## src/rtl/awf_pkg.sv

```systemverilog
// Shared types and constants for the almost-worst-fit bin packer.
// Used by awf_ctrl, awf_dp and almost_worst_fit_bin_packing; no dependencies.
`default_nettype none

package awf_pkg;

    localparam int MAX_BINS_DEF   = 64;
    localparam int SIZE_WIDTH_DEF = 16;

    localparam logic [2:0]  ADDR_BIN_CAPACITY = 3'd0;
    localparam logic [15:0] CAP_RESET         = 16'd100;

    localparam logic [1:0] ST_PLACED   = 2'd0;
    localparam logic [1:0] ST_OVERSIZE = 2'd1;
    localparam logic [1:0] ST_NO_BIN   = 2'd2;

    typedef struct packed {
        logic start;
        logic scan;
        logic decide;
    } t_ctrl_cmd;

    typedef struct packed {
        logic scan_done;
        logic out_free;
    } t_dp_sts;

endpackage

`default_nettype wire

```

## src/rtl/awf_ctrl.sv

```systemverilog
// Sequencer for the bin packer: accept, scan of open bins, placement.
// Depends on awf_pkg for the command and status structs.
`default_nettype none

module awf_ctrl import awf_pkg::*; (
    input  wire logic      i_clk,
    input  wire logic      i_rst_n,
    input  wire logic      i_valid,
    output logic           o_ready,
    output t_ctrl_cmd      o_cmd,
    input  wire t_dp_sts   i_sts
);

    typedef enum logic [2:0] {
        S_IDLE   = 3'b001,
        S_SCAN   = 3'b010,
        S_DECIDE = 3'b100
    } t_state;

    t_state r_state;
    t_state n_state;

    always_ff @(posedge i_clk) begin
        if (!i_rst_n) begin
            r_state <= S_IDLE;
        end else begin
            r_state <= n_state;
        end
    end

    always_comb begin
        n_state      = r_state;
        o_cmd        = '0;
        o_ready      = 1'b0;
        unique case (r_state)
            S_IDLE: begin
                o_ready = 1'b1;
                if (i_valid) begin
                    o_cmd.start = 1'b1;
                    n_state     = S_SCAN;
                end
            end
            S_SCAN: begin
                o_cmd.scan = 1'b1;
                if (i_sts.scan_done) begin
                    n_state = S_DECIDE;
                end
            end
            S_DECIDE: begin
                if (i_sts.out_free) begin
                    o_cmd.decide = 1'b1;
                    n_state      = S_IDLE;
                end
            end
            default: begin
                n_state = S_IDLE;
            end
        endcase
    end

endmodule

`default_nettype wire

```

## src/rtl/awf_dp.sv

```systemverilog
// Datapath for the bin packer: free-space memory, scan trackers, placement, result register.
// Depends on awf_pkg for status codes and the command and status structs.
`default_nettype none

module awf_dp import awf_pkg::*; #(
    parameter int MAX_BINS   = MAX_BINS_DEF,
    parameter int SIZE_WIDTH = SIZE_WIDTH_DEF
) (
    input  wire logic                  i_clk,
    input  wire logic                  i_rst_n,
    input  wire t_ctrl_cmd             i_cmd,
    output t_dp_sts                    o_sts,
    input  wire logic [15:0]           i_item_size,
    input  wire logic [SIZE_WIDTH-1:0] i_bin_capacity,
    output logic                       o_valid,
    input  wire logic                  i_ready,
    output logic [5:0]                 o_bin_index,
    output logic                       o_opened_new,
    output logic                       o_bin_now_full,
    output logic [1:0]                 o_status,
    output logic [6:0]                 o_bins_in_use
);

    localparam int IW = $clog2(MAX_BINS);
    localparam int CW = $clog2(MAX_BINS + 1);

    logic [SIZE_WIDTH-1:0] r_mem [MAX_BINS];

    logic [SIZE_WIDTH-1:0] r_item;
    logic                  r_over;
    logic [CW-1:0]         r_count;
    logic [CW-1:0]         r_issue;
    logic                  r_rvalid;
    logic [IW-1:0]         r_ridx;
    logic [SIZE_WIDTH-1:0] r_rdata;

    logic                  r_have1;
    logic                  r_have2;
    logic [IW-1:0]         r_idx1;
    logic [IW-1:0]         r_idx2;
    logic [SIZE_WIDTH-1:0] r_val1;
    logic [SIZE_WIDTH-1:0] r_val2;

    logic                  r_out_valid;

    logic                  issue_ok;
    logic                  need_new;
    logic                  no_room;
    logic                  use2;
    logic [IW-1:0]         wr_idx;
    logic [SIZE_WIDTH-1:0] sel_val;
    logic [SIZE_WIDTH-1:0] new_free;
    logic [1:0]            res_status;
    logic                  placed;
    logic [SIZE_WIDTH-1:0] item_in;

    assign item_in  = SIZE_WIDTH'(i_item_size);
    assign issue_ok = r_issue < r_count;

    assign need_new   = !r_have1 || (r_val1 < r_item);
    assign no_room    = r_count == CW'(MAX_BINS);
    assign use2       = r_have2 && (r_val2 >= r_item);
    assign sel_val    = use2 ? r_val2 : r_val1;
    assign wr_idx     = need_new ? r_count[IW-1:0] : (use2 ? r_idx2 : r_idx1);
    assign new_free   = need_new ? (i_bin_capacity - r_item) : (sel_val - r_item);
    assign res_status = r_over ? ST_OVERSIZE :
                        ((need_new && no_room) ? ST_NO_BIN : ST_PLACED);
    assign placed     = res_status == ST_PLACED;

    assign o_sts.scan_done = !issue_ok && !r_rvalid;
    assign o_sts.out_free  = !r_out_valid || i_ready;
    assign o_valid         = r_out_valid;

    always_ff @(posedge i_clk) begin
        if (i_cmd.scan && issue_ok) begin
            r_rdata <= r_mem[r_issue[IW-1:0]];
        end
        if (i_cmd.decide && placed) begin
            r_mem[wr_idx] <= new_free;
        end
    end

    always_ff @(posedge i_clk) begin
        if (i_cmd.start) begin
            r_item <= item_in;
            r_over <= item_in > i_bin_capacity;
        end
        if (i_cmd.scan && issue_ok) begin
            r_ridx <= r_issue[IW-1:0];
        end
        if (r_rvalid && (r_rdata != '0)) begin
            if (!r_have1 || (r_rdata > r_val1)) begin
                if (r_have1) begin
                    r_idx2 <= r_idx1;
                    r_val2 <= r_val1;
                end
                r_idx1 <= r_ridx;
                r_val1 <= r_rdata;
            end else if (!r_have2 || (r_rdata > r_val2)) begin
                r_idx2 <= r_ridx;
                r_val2 <= r_rdata;
            end
        end
        if (i_cmd.decide) begin
            o_bin_index    <= placed ? 6'(wr_idx) : 6'd0;
            o_opened_new   <= placed && need_new;
            o_bin_now_full <= placed && (new_free == '0);
            o_status       <= res_status;
            o_bins_in_use  <= (placed && need_new) ? 7'(r_count + CW'(1)) : 7'(r_count);
        end
    end

    always_ff @(posedge i_clk) begin
        if (!i_rst_n) begin
            r_count     <= '0;
            r_issue     <= '0;
            r_rvalid    <= 1'b0;
            r_have1     <= 1'b0;
            r_have2     <= 1'b0;
            r_out_valid <= 1'b0;
        end else begin
            r_rvalid <= i_cmd.scan && issue_ok;
            if (i_cmd.start) begin
                r_issue <= '0;
                r_have1 <= 1'b0;
                r_have2 <= 1'b0;
            end else begin
                if (i_cmd.scan && issue_ok) begin
                    r_issue <= r_issue + CW'(1);
                end
                if (r_rvalid && (r_rdata != '0)) begin
                    if (!r_have1 || (r_rdata > r_val1)) begin
                        r_have1 <= 1'b1;
                        if (r_have1) begin
                            r_have2 <= 1'b1;
                        end
                    end else begin
                        r_have2 <= 1'b1;
                    end
                end
            end
            if (i_cmd.decide && placed && need_new) begin
                r_count <= r_count + CW'(1);
            end
            if (i_cmd.decide) begin
                r_out_valid <= 1'b1;
            end else if (i_ready) begin
                r_out_valid <= 1'b0;
            end
        end
    end

endmodule

`default_nettype wire

```

## src/rtl/almost_worst_fit_bin_packing.sv

```systemverilog
// Online almost-worst-fit bin packer. Each input transaction carries one item size; the
// result transaction names the bin that took it, or flags an oversize item or a lack of bins.
// After acceptance the item passes the scan and the decide states, and its result is offered
// from the output register. The time per item grows with the number of open bins, as it is
// set by the single read port of the free-space memory. The scan walks it one open bin per
// cycle to find the emptiest and second emptiest bins. One item is in work at a time. The next
// is accepted while the previous result still waits in the output register. The placement
// holds until that result is taken. bin_capacity (APB, byte address 0) applies to bins opened
// after the write.
// Depends on awf_pkg, awf_ctrl and awf_dp.
`default_nettype none

module almost_worst_fit_bin_packing import awf_pkg::*; #(
    parameter int MAX_BINS   = MAX_BINS_DEF,
    parameter int SIZE_WIDTH = SIZE_WIDTH_DEF
) (
    input  wire logic        i_clk,
    input  wire logic        i_rst_n,
    input  wire logic        psel,
    input  wire logic        penable,
    input  wire logic        pwrite,
    input  wire logic [2:0]  paddr,
    input  wire logic [31:0] pwdata,
    output logic [31:0]      prdata,
    output logic             pready,
    input  wire logic        i_valid,
    output logic             o_ready,
    input  wire logic [15:0] i_item_size,
    output logic             o_valid,
    input  wire logic        i_ready,
    output logic [5:0]       o_bin_index,
    output logic             o_opened_new,
    output logic             o_bin_now_full,
    output logic [1:0]       o_status,
    output logic [6:0]       o_bins_in_use
);

    logic [SIZE_WIDTH-1:0] r_cap;
    t_ctrl_cmd             cmd;
    t_dp_sts               sts;

    assign pready = 1'b1;
    assign prdata = (paddr == ADDR_BIN_CAPACITY) ? 32'(r_cap) : 32'd0;

    always_ff @(posedge i_clk) begin
        if (!i_rst_n) begin
            r_cap <= SIZE_WIDTH'(CAP_RESET);
        end else if (psel && penable && pwrite && (paddr == ADDR_BIN_CAPACITY)) begin
            r_cap <= SIZE_WIDTH'(pwdata[15:0]);
        end
    end

    awf_ctrl u_ctrl (
        .i_clk   (i_clk),
        .i_rst_n (i_rst_n),
        .i_valid (i_valid),
        .o_ready (o_ready),
        .o_cmd   (cmd),
        .i_sts   (sts)
    );

    awf_dp #(
        .MAX_BINS   (MAX_BINS),
        .SIZE_WIDTH (SIZE_WIDTH)
    ) u_dp (
        .i_clk          (i_clk),
        .i_rst_n        (i_rst_n),
        .i_cmd          (cmd),
        .o_sts          (sts),
        .i_item_size    (i_item_size),
        .i_bin_capacity (r_cap),
        .o_valid        (o_valid),
        .i_ready        (i_ready),
        .o_bin_index    (o_bin_index),
        .o_opened_new   (o_opened_new),
        .o_bin_now_full (o_bin_now_full),
        .o_status       (o_status),
        .o_bins_in_use  (o_bins_in_use)
    );

endmodule

`default_nettype wire

```

## config.mk

```make
export PLATFORM = sky130hd
export DESIGN_NAME = almost_worst_fit_bin_packing
export DESIGN_NICKNAME = d
export VERILOG_FILES = /design/src/rtl/awf_pkg.sv /design/src/rtl/awf_ctrl.sv /design/src/rtl/awf_dp.sv /design/src/rtl/almost_worst_fit_bin_packing.sv
export SDC_FILE = /design/constraint.sdc
export NUM_CORES = 1
export LEC_CHECK = 0
export BUFFER_PORTS_ARGS = -buffer_cell sky130_fd_sc_hd__buf_4
export CAP_MARGIN = 5
export CORE_AREA = 2 2 281 283
export DETAILED_ROUTE_END_ITERATION = 12
export DIE_AREA = 0 0 283 285
export PLACE_DENSITY = 0.78
export SLEW_MARGIN = 30
export SYNTH_ARGS = -nofsm -noshare
export SYNTH_HDL_FRONTEND = slang
export SYNTH_SLANG_ARGS = --single-unit
export TNS_END_PERCENT = 20
```

## constraint.sdc

```tcl
create_clock -name i_clk -period 8.5 [get_ports i_clk]
set_input_delay 0.85 -clock i_clk [delete_from_list [all_inputs] [get_ports i_clk]]
set_output_delay 0.85 -clock i_clk [all_outputs]
set_load 0.01 [all_outputs]
```

==> results of run 1 <==
synth_stat cells, types with 3 or more instances:
| library cell | count | area share, % |
|---|---|---|
| ha_1 | 103 | 2.7 |
| dfxtp_1 | 37 | 1.6 |
| and4_1 | 3 | 0.055 |
| buf_4 | 17 | 0.27 |
| a211oi_1 | 5 | 0.079 |
| o31a_1 | 3 | 0.055 |
| o21a_1 | 20 | 0.32 |
| a211o_1 | 5 | 0.092 |
| o21ai_1 | 3 | 0.032 |
| o21ai_0 | 26 | 0.27 |
| nor2b_1 | 9 | 0.12 |
| a31oi_1 | 7 | 0.092 |
| buf_1 | 28 | 0.22 |
| nor4_1 | 6 | 0.079 |
| nor2_1 | 130 | 1.0 |
| o211ai_1 | 7 | 0.11 |
| mux4_2 | 336 | 16 |
| or3_1 | 5 | 0.066 |
| and2_1 | 24 | 0.32 |
| a21o_1 | 13 | 0.20 |
| xnor2_1 | 20 | 0.37 |
| a21oi_1 | 66 | 0.69 |
| nor2_2 | 8 | 0.11 |
| and3_1 | 6 | 0.079 |
| nand4_1 | 21 | 0.28 |
| mux2i_1 | 8 | 0.17 |
| edfxtp_1 | 1124 | 71 |
| a21boi_0 | 16 | 0.25 |
| buf_2 | 9 | 0.095 |
| clkbuf_1 | 70 | 0.55 |
| nand3_1 | 12 | 0.13 |
| inv_1 | 79 | 0.62 |
| mux2_2 | 24 | 0.57 |
| nand2_1 | 57 | 0.45 |
| xor2_1 | 4 | 0.074 |
| nor3b_1 | 4 | 0.063 |
| nor4b_1 | 6 | 0.11 |
| nor3_1 | 9 | 0.095 |
| nand2b_1 | 19 | 0.25 |
final timing paths:
kind	from	to	slack, ns
min reg2reg	u_dp.r_ridx[2]	u_dp.r_idx1[2]	0.45
max	u_dp.r_item[15]	u_dp.o_bin_now_full	1.95
min	i_item_size[7]	u_dp.r_item[7]	0.37
max reg2reg	u_dp.r_item[15]	u_dp.o_bin_now_full	1.95
where the power goes:
part | switching, mW | internal [mW]
logic | 0.275 | 0.0691
registers | 0.00642 | 6.39
clock network | 2.16 | 2.86
total | 2.45 | 9.32
registers in the layout, indices dropped and copies added, names as in the netlist:
name                 cells
u_dp.r_rdata            16
u_dp.o_status            2
u_dp.r_mem            1024
r_cap                   16
u_dp.r_ridx              6
u_dp.r_over              1
u_dp.o_valid             1
u_dp.r_count             7
u_dp.r_issue             7
u_dp.o_opened_new        1
u_dp.r_val1             16
u_ctrl.r_state           3
u_dp.o_bin_now_full      1
u_dp.r_item             16
u_dp.o_bins_in_use       7
u_dp.r_have1             1
u_dp.o_bin_index         6
u_dp.r_rvalid            1
u_dp.r_idx2              6
u_dp.r_val2             16
u_dp.r_have2             1
u_dp.r_idx1              6
logic make-up after synthesis:
logic type	after synthesis	share of synthesized area, %
AO/OA/AOI/OAI	193	2.66
XOR/XNOR	24	0.441
adder cells (fa/ha/maj)	104	2.75
buffers and inverters	204	1.78
flip-flops	1161	72.4
multiplexers	368	16.6
other	2	0.0158
AND/OR/NAND/NOR	325	3.33
per-layer routing:
layer  wire length, µm  GRT usage (%)  share of wire [%]  up-vias
met2             56900           46.6                 50     1513
li1                  -              -                  -    10000
met4              4030           9.85                3.5        0
met3             10700           5.41                9.4      249
met1             42200           39.4                 37    12700
met5                 0              0                  0        -
area by class of cell:
class | instances | area share (%)
Clock buffer | 128 | 5.27
Clock inverter | 77 | 1.65
Inverter | 79 | 0.561
Multi-Input combinational cell | 1031 | 23.5
Sequential cell | 1161 | 64.2
Tap cell | 1050 | 2.44
Timing Repair Buffer | 158 | 2.33
layout by cell type, fill, tap and decap left out, drive strengths merged, types with 17 or more instances in the layout:
| cell type | instances |
|---|---|
| edfxtp | 1124 |
| xnor2 | 20 |
| o21ai | 29 |
| buf | 158 |
| mux4 | 336 |
| o21a | 20 |
| nand4 | 21 |
| conb | 17 |
| mux2 | 24 |
| clkbuf | 128 |
| and2 | 24 |
| a21oi | 66 |
| inv | 82 |
| nand2b | 19 |
| nor2 | 138 |
| ha | 103 |
| nand2 | 57 |
| dfxtp | 37 |
| clkinv | 49 |
through the flow:
step	utilization, %	worst slack (ns)	cells	hold WS [ns]	instance area, µm²
after floorplan	-	1.76	2396	0.422	47700
after global placement	64.0	2.40	3477	0.427	49900
after detailed placement	64.1	2.20	3477	0.440	49900
after CTS	68.8	2.15	3682	0.341	53700
after global routing	68.9	1.70	3684	0.347	53700
final	68.9	1.95	3684	0.374	53700
==> impl_metrics.yaml, run 1 <==
run_status:
  status: "finished, final reports clean"
cts:
  cts_hold_buf: 0
  cts_tree: "built"
  cts_max_path_buffers: 3
  clock_latency_ns: 0.71
  postCtsSetupRepairBufs: 0
  cts_resized: 0
  cts_max_level: 3
  cts_sinks: 1161
  numCtsBuffers: 110
  cts-root-buf: "clkbuf_16"
  clkTransAtPathRegs_ns: 0.06
yosys:
  ys_seq_elements: 1161
  synth_flop_cell: "edfxtp_1"
  synth_edf_count: 1124
  synthCells: 2381
  synthArstFlopShare_pct: 0
  synthDistinctLibCells: 65
  synth-seq-area-share_pct: 72.4
  syn-cell-area_um2: 47600
  yosys_warnings: 0
  syn_area_per_cell_um2: 20.0
power_and_ir_drop:
  p_total_mw: 11.8
  ir_drop_mv: 0.198
  power_density_nw_per_um2: 219
  power.leakage_nw: 16.9
finish:
  drive_above_1_share_pct: 27.8
  nets: 2703
  seq_area_um2: 34500
  syn2layout_area_growth_pct: 12.8
  multi_input_area_um2: 12600
  n_antenna_cell: 0
  fill_cells: 4578
floorplanning:
  rows: 103
  start_util_pct: 61.1
  core_um2: 78000
  die_y_um: 285
  die_w_um: 283
  die_area_um2: 80700
  io_pins: 110
global_routing:
  grt_antenna_before_repair: 0
  grt_pass1_wl_mm: 167
  first_global_vias: 24700
  grt.overflow.total: 0
  grt_start_max_net_pins: 161
  grt_util_all_layers_pct: 28.5
timing:
  period_needed_ns: 6.55
  slew_violations: 0
  finalSetupViolCount: 0
  fin_skew_ns: 0.0578
  period_share_pct: 77.1
  hold_viol_final: 0
  worst_pin_slew_ns: 1.01
  max_freq_mhz: 153
  rsz0062_at_grt: "false"
  tns_ns: 0
  slew_headroom_pct: 32.5
setup_path:
  arrival_ns: 6.93
  ff2ff_path_depth: 19
  cpMostUsedCell: "a21oi_1"
  crit_chain: "inv_1, ha_1, nand4_1, or3_1, a2111oi_4, o31a_4, nor2_1, a21oi_1, a21oi_1, ha_1, o21a_1, o31a_1, o311ai_1, a31oi_1, a311oi_1, a21oi_1, xnor2_2, buf_4, nor4_1"
  worstSetupEndpointType: "register"
  max_stage_delay_ns: 0.68
  cp.depth: 19
  cp.required_ns: 8.88
  cpMaxStageDelayCell: "o311ai_1"
  worstPathMaxFanout: 65
  crit_family: "compound AO/OA/AOI/OAI gates"
  crit_type: "reg -> reg"
  critPathBufInv: 2
  start_kind: "register"
routing:
  firstDrtPassIters: 6
  num_vias: 24500
  vias_per_cell: 6.66
  final_antenna_net_count: 0
  wl_per_cell_um: 30.9
  drt_iter0_drc: 2787
  drc: 0
  wirelength_mm: 114
min_path:
  min_delay_path_depth: 1
  hold_class: "in -> reg"
placed_design:
  gp_congestion: 0.911
  hpwl_mm: 64.2
  port_buffers: 76
flow_run:
  drv_cap: 0
No activity file was read; power rests on OpenSTA's default activity.
==> run 2: changes to the inputs <==
Clock period 8.5 ns to 6.2 ns, I/O delays scaled along.
==> run 2 against run 1 <==
Compared with the run above: clock power increased by 34%; clock skew shrank 0.0070 ns; wire length increased by 2.7%; cell count grew 0.46%; first-iteration DRC count increased by 14%; via count increased by 0.88%.
==> impl_metrics.yaml, run 2 (synthesized netlist as in run 1, its figures left out) <==
global_routing:
  first_global_vias: 25200
  grt_antenna_before_repair: 6
  grt_pass1_wl_mm: 171
  grt_util_all_layers_pct: 29.5
  grt.overflow.total: 0
  grt_start_max_net_pins: 82
cts:
  clock_latency_ns: 0.71
  cts-root-buf: "clkbuf_16"
  clkTransAtPathRegs_ns: 0.06
  postCtsSetupRepairBufs: 0
  numCtsBuffers: 108
  cts_tree: "built"
  cts_hold_buf: 0
  cts_max_path_buffers: 3
  cts_max_level: 3
  cts_sinks: 1161
placed_design:
  port_buffers: 76
  hpwl_mm: 65.3
  post_dp_cell_area_um2: 50100
  gp_congestion: 0.904
  dp_cells: 3495
finish:
  fill_cells: 4591
  seq_area_um2: 34500
  syn2layout_area_growth_pct: 12.9
  multi_input_area_um2: 12600
  largest_reg_flops: 1024
  top_register: "u_dp.r_mem"
  fin_cells: 3701
  nets: 2717
  final_common_cell: "edfxtp_1"
  layout_common_cells: "1124 x edfxtp_1, 336 x mux4_2, 162 x buf_4"
  drive_above_1_share_pct: 28.1
  final_area_um2: 53800
timing:
  period_share_pct: 93.1
  worst_pin_slew_ns: 1.08
  rsz0062_at_grt: "false"
  fin_skew_ns: 0.0508
  max_freq_mhz: 173
  slew_headroom_pct: 28.1
  period_needed_ns: 5.77
  slew_violations: 0
  tns_ns: 0
  finalSetupViolCount: 0
  hold_viol_final: 0
routing:
  vias_per_cell: 6.68
  drc: 0
  num_vias: 24700
  drt_iter0_drc: 3173
  firstDrtPassIters: 5
  wl_per_cell_um: 31.6
  wirelength_mm: 117
  final_antenna_net_count: 0
floorplanning:
  rows: 103
  die_area_um2: 80700
  die_w_um: 283
  die_y_um: 285
  io_pins: 110
  start_util_pct: 61.1
  core_um2: 78000
setup_path:
  cp.required_ns: 6.66
  arrival_ns: 6.22
  start_kind: "register"
  worstSetupEndpointType: "register"
  worstPathMaxFanout: 64
  crit_type: "reg -> reg"
run_status:
  status: "finished, final reports clean"
flow_run:
  drv_cap: 0
min_path:
  hold_class: "in -> reg"
power_and_ir_drop:
  power.leakage_nw: 17.0
  ir_drop_mv: 0.276
  power_density_nw_per_um2: 296
[run 2: cell types whose count changed in the layout (fill, tap and decap cells not counted), sizes merged]
cell and delta:
clkinv +5, diode +2, buf +16, inv -2, clkinvlp -2, clkbuf +1, bufinv -3
[run 2: critical path, stage by stage, from the launching register on]
cell and delay (ns):
edfxtp_1 0.37, inv_1 0.10, ha_1 0.35, nand4_1 0.14, or3_1 0.47, a2111oi_4 0.34
o31a_4 0.49, nor2_1 0.08, a21oi_1 0.13, a21oi_1 0.10, ha_1 0.30, nor2b_1 0.14
o31a_1 0.33, o311ai_2 0.45, a31oi_1 0.30, a311oi_1 0.61, a21oi_1 0.27, xnor2_4 0.24
buf_12 0.26
[run 2: worst paths after layout]
| check | startpoint | endpoint | cells past startpoint | slack [ns] |
|---|---|---|---|---|
| worst min register to register | u_dp.r_ridx[0] | u_dp.r_idx1[0] | 0 | 0.45 |
| worst max register to register | u_dp.r_item[15] | u_dp.r_mem[0][15] | 18 | 0.43 |
| worst max-delay path | u_dp.r_item[15] | u_dp.r_mem[0][15] | 18 | 0.43 |
| worst min-delay path | i_item_size[5] | u_dp.r_item[5] | 1 | 0.15 |
[run 2: what timing repair did]
item	4_1_cts	5_1_grt
setup endpoints to repair	0	132
hold endpoints to repair	0	0
gates resized for setup	0	3
[run 2: layout make-up]
cell class	instances	area share (%)
clock buffers	129	5.27
inverters	79	0.558
well taps	1050	2.44
flip-flops and latches	1161	64.1
multi-input cells	1031	23.4
diodes	2	0.00930
clock inverters	75	1.49
repair buffers	174	2.67
[run 2: routing by layer]
| layer | up-vias | wire [µm] | global-route usage [%] |
|---|---|---|---|
| met5 | - | 35 | 0 |
| met4 | 6 | 4860 | 11.6 |
| met3 | 302 | 10900 | 5.60 |
| met2 | 1551 | 59900 | 49.8 |
| met1 | 12800 | 41300 | 38.6 |
| li1 | 10100 | - | - |
[run 2: where the power goes]
part | internal (mW) | switching [mW]
clock network | 3.79 | 2.92
registers | 8.76 | 0.00786
logic | 0.0982 | 0.364
total | 12.7 | 3.29
[run 2: metrics by stage]
stage                     hold WS, ns  total power, mW  utilization, %  setup slack (ns)
final                           0.147             15.9            69.0             0.431
after CTS                       0.124             16.0            69.0             0.252
after global placement          0.428             9.36            64.3             0.477
after detailed placement        0.431             9.39            64.3             0.295
after global routing            0.134             16.3            69.0             0.113
after floorplan                 0.422             9.19               -            -0.215
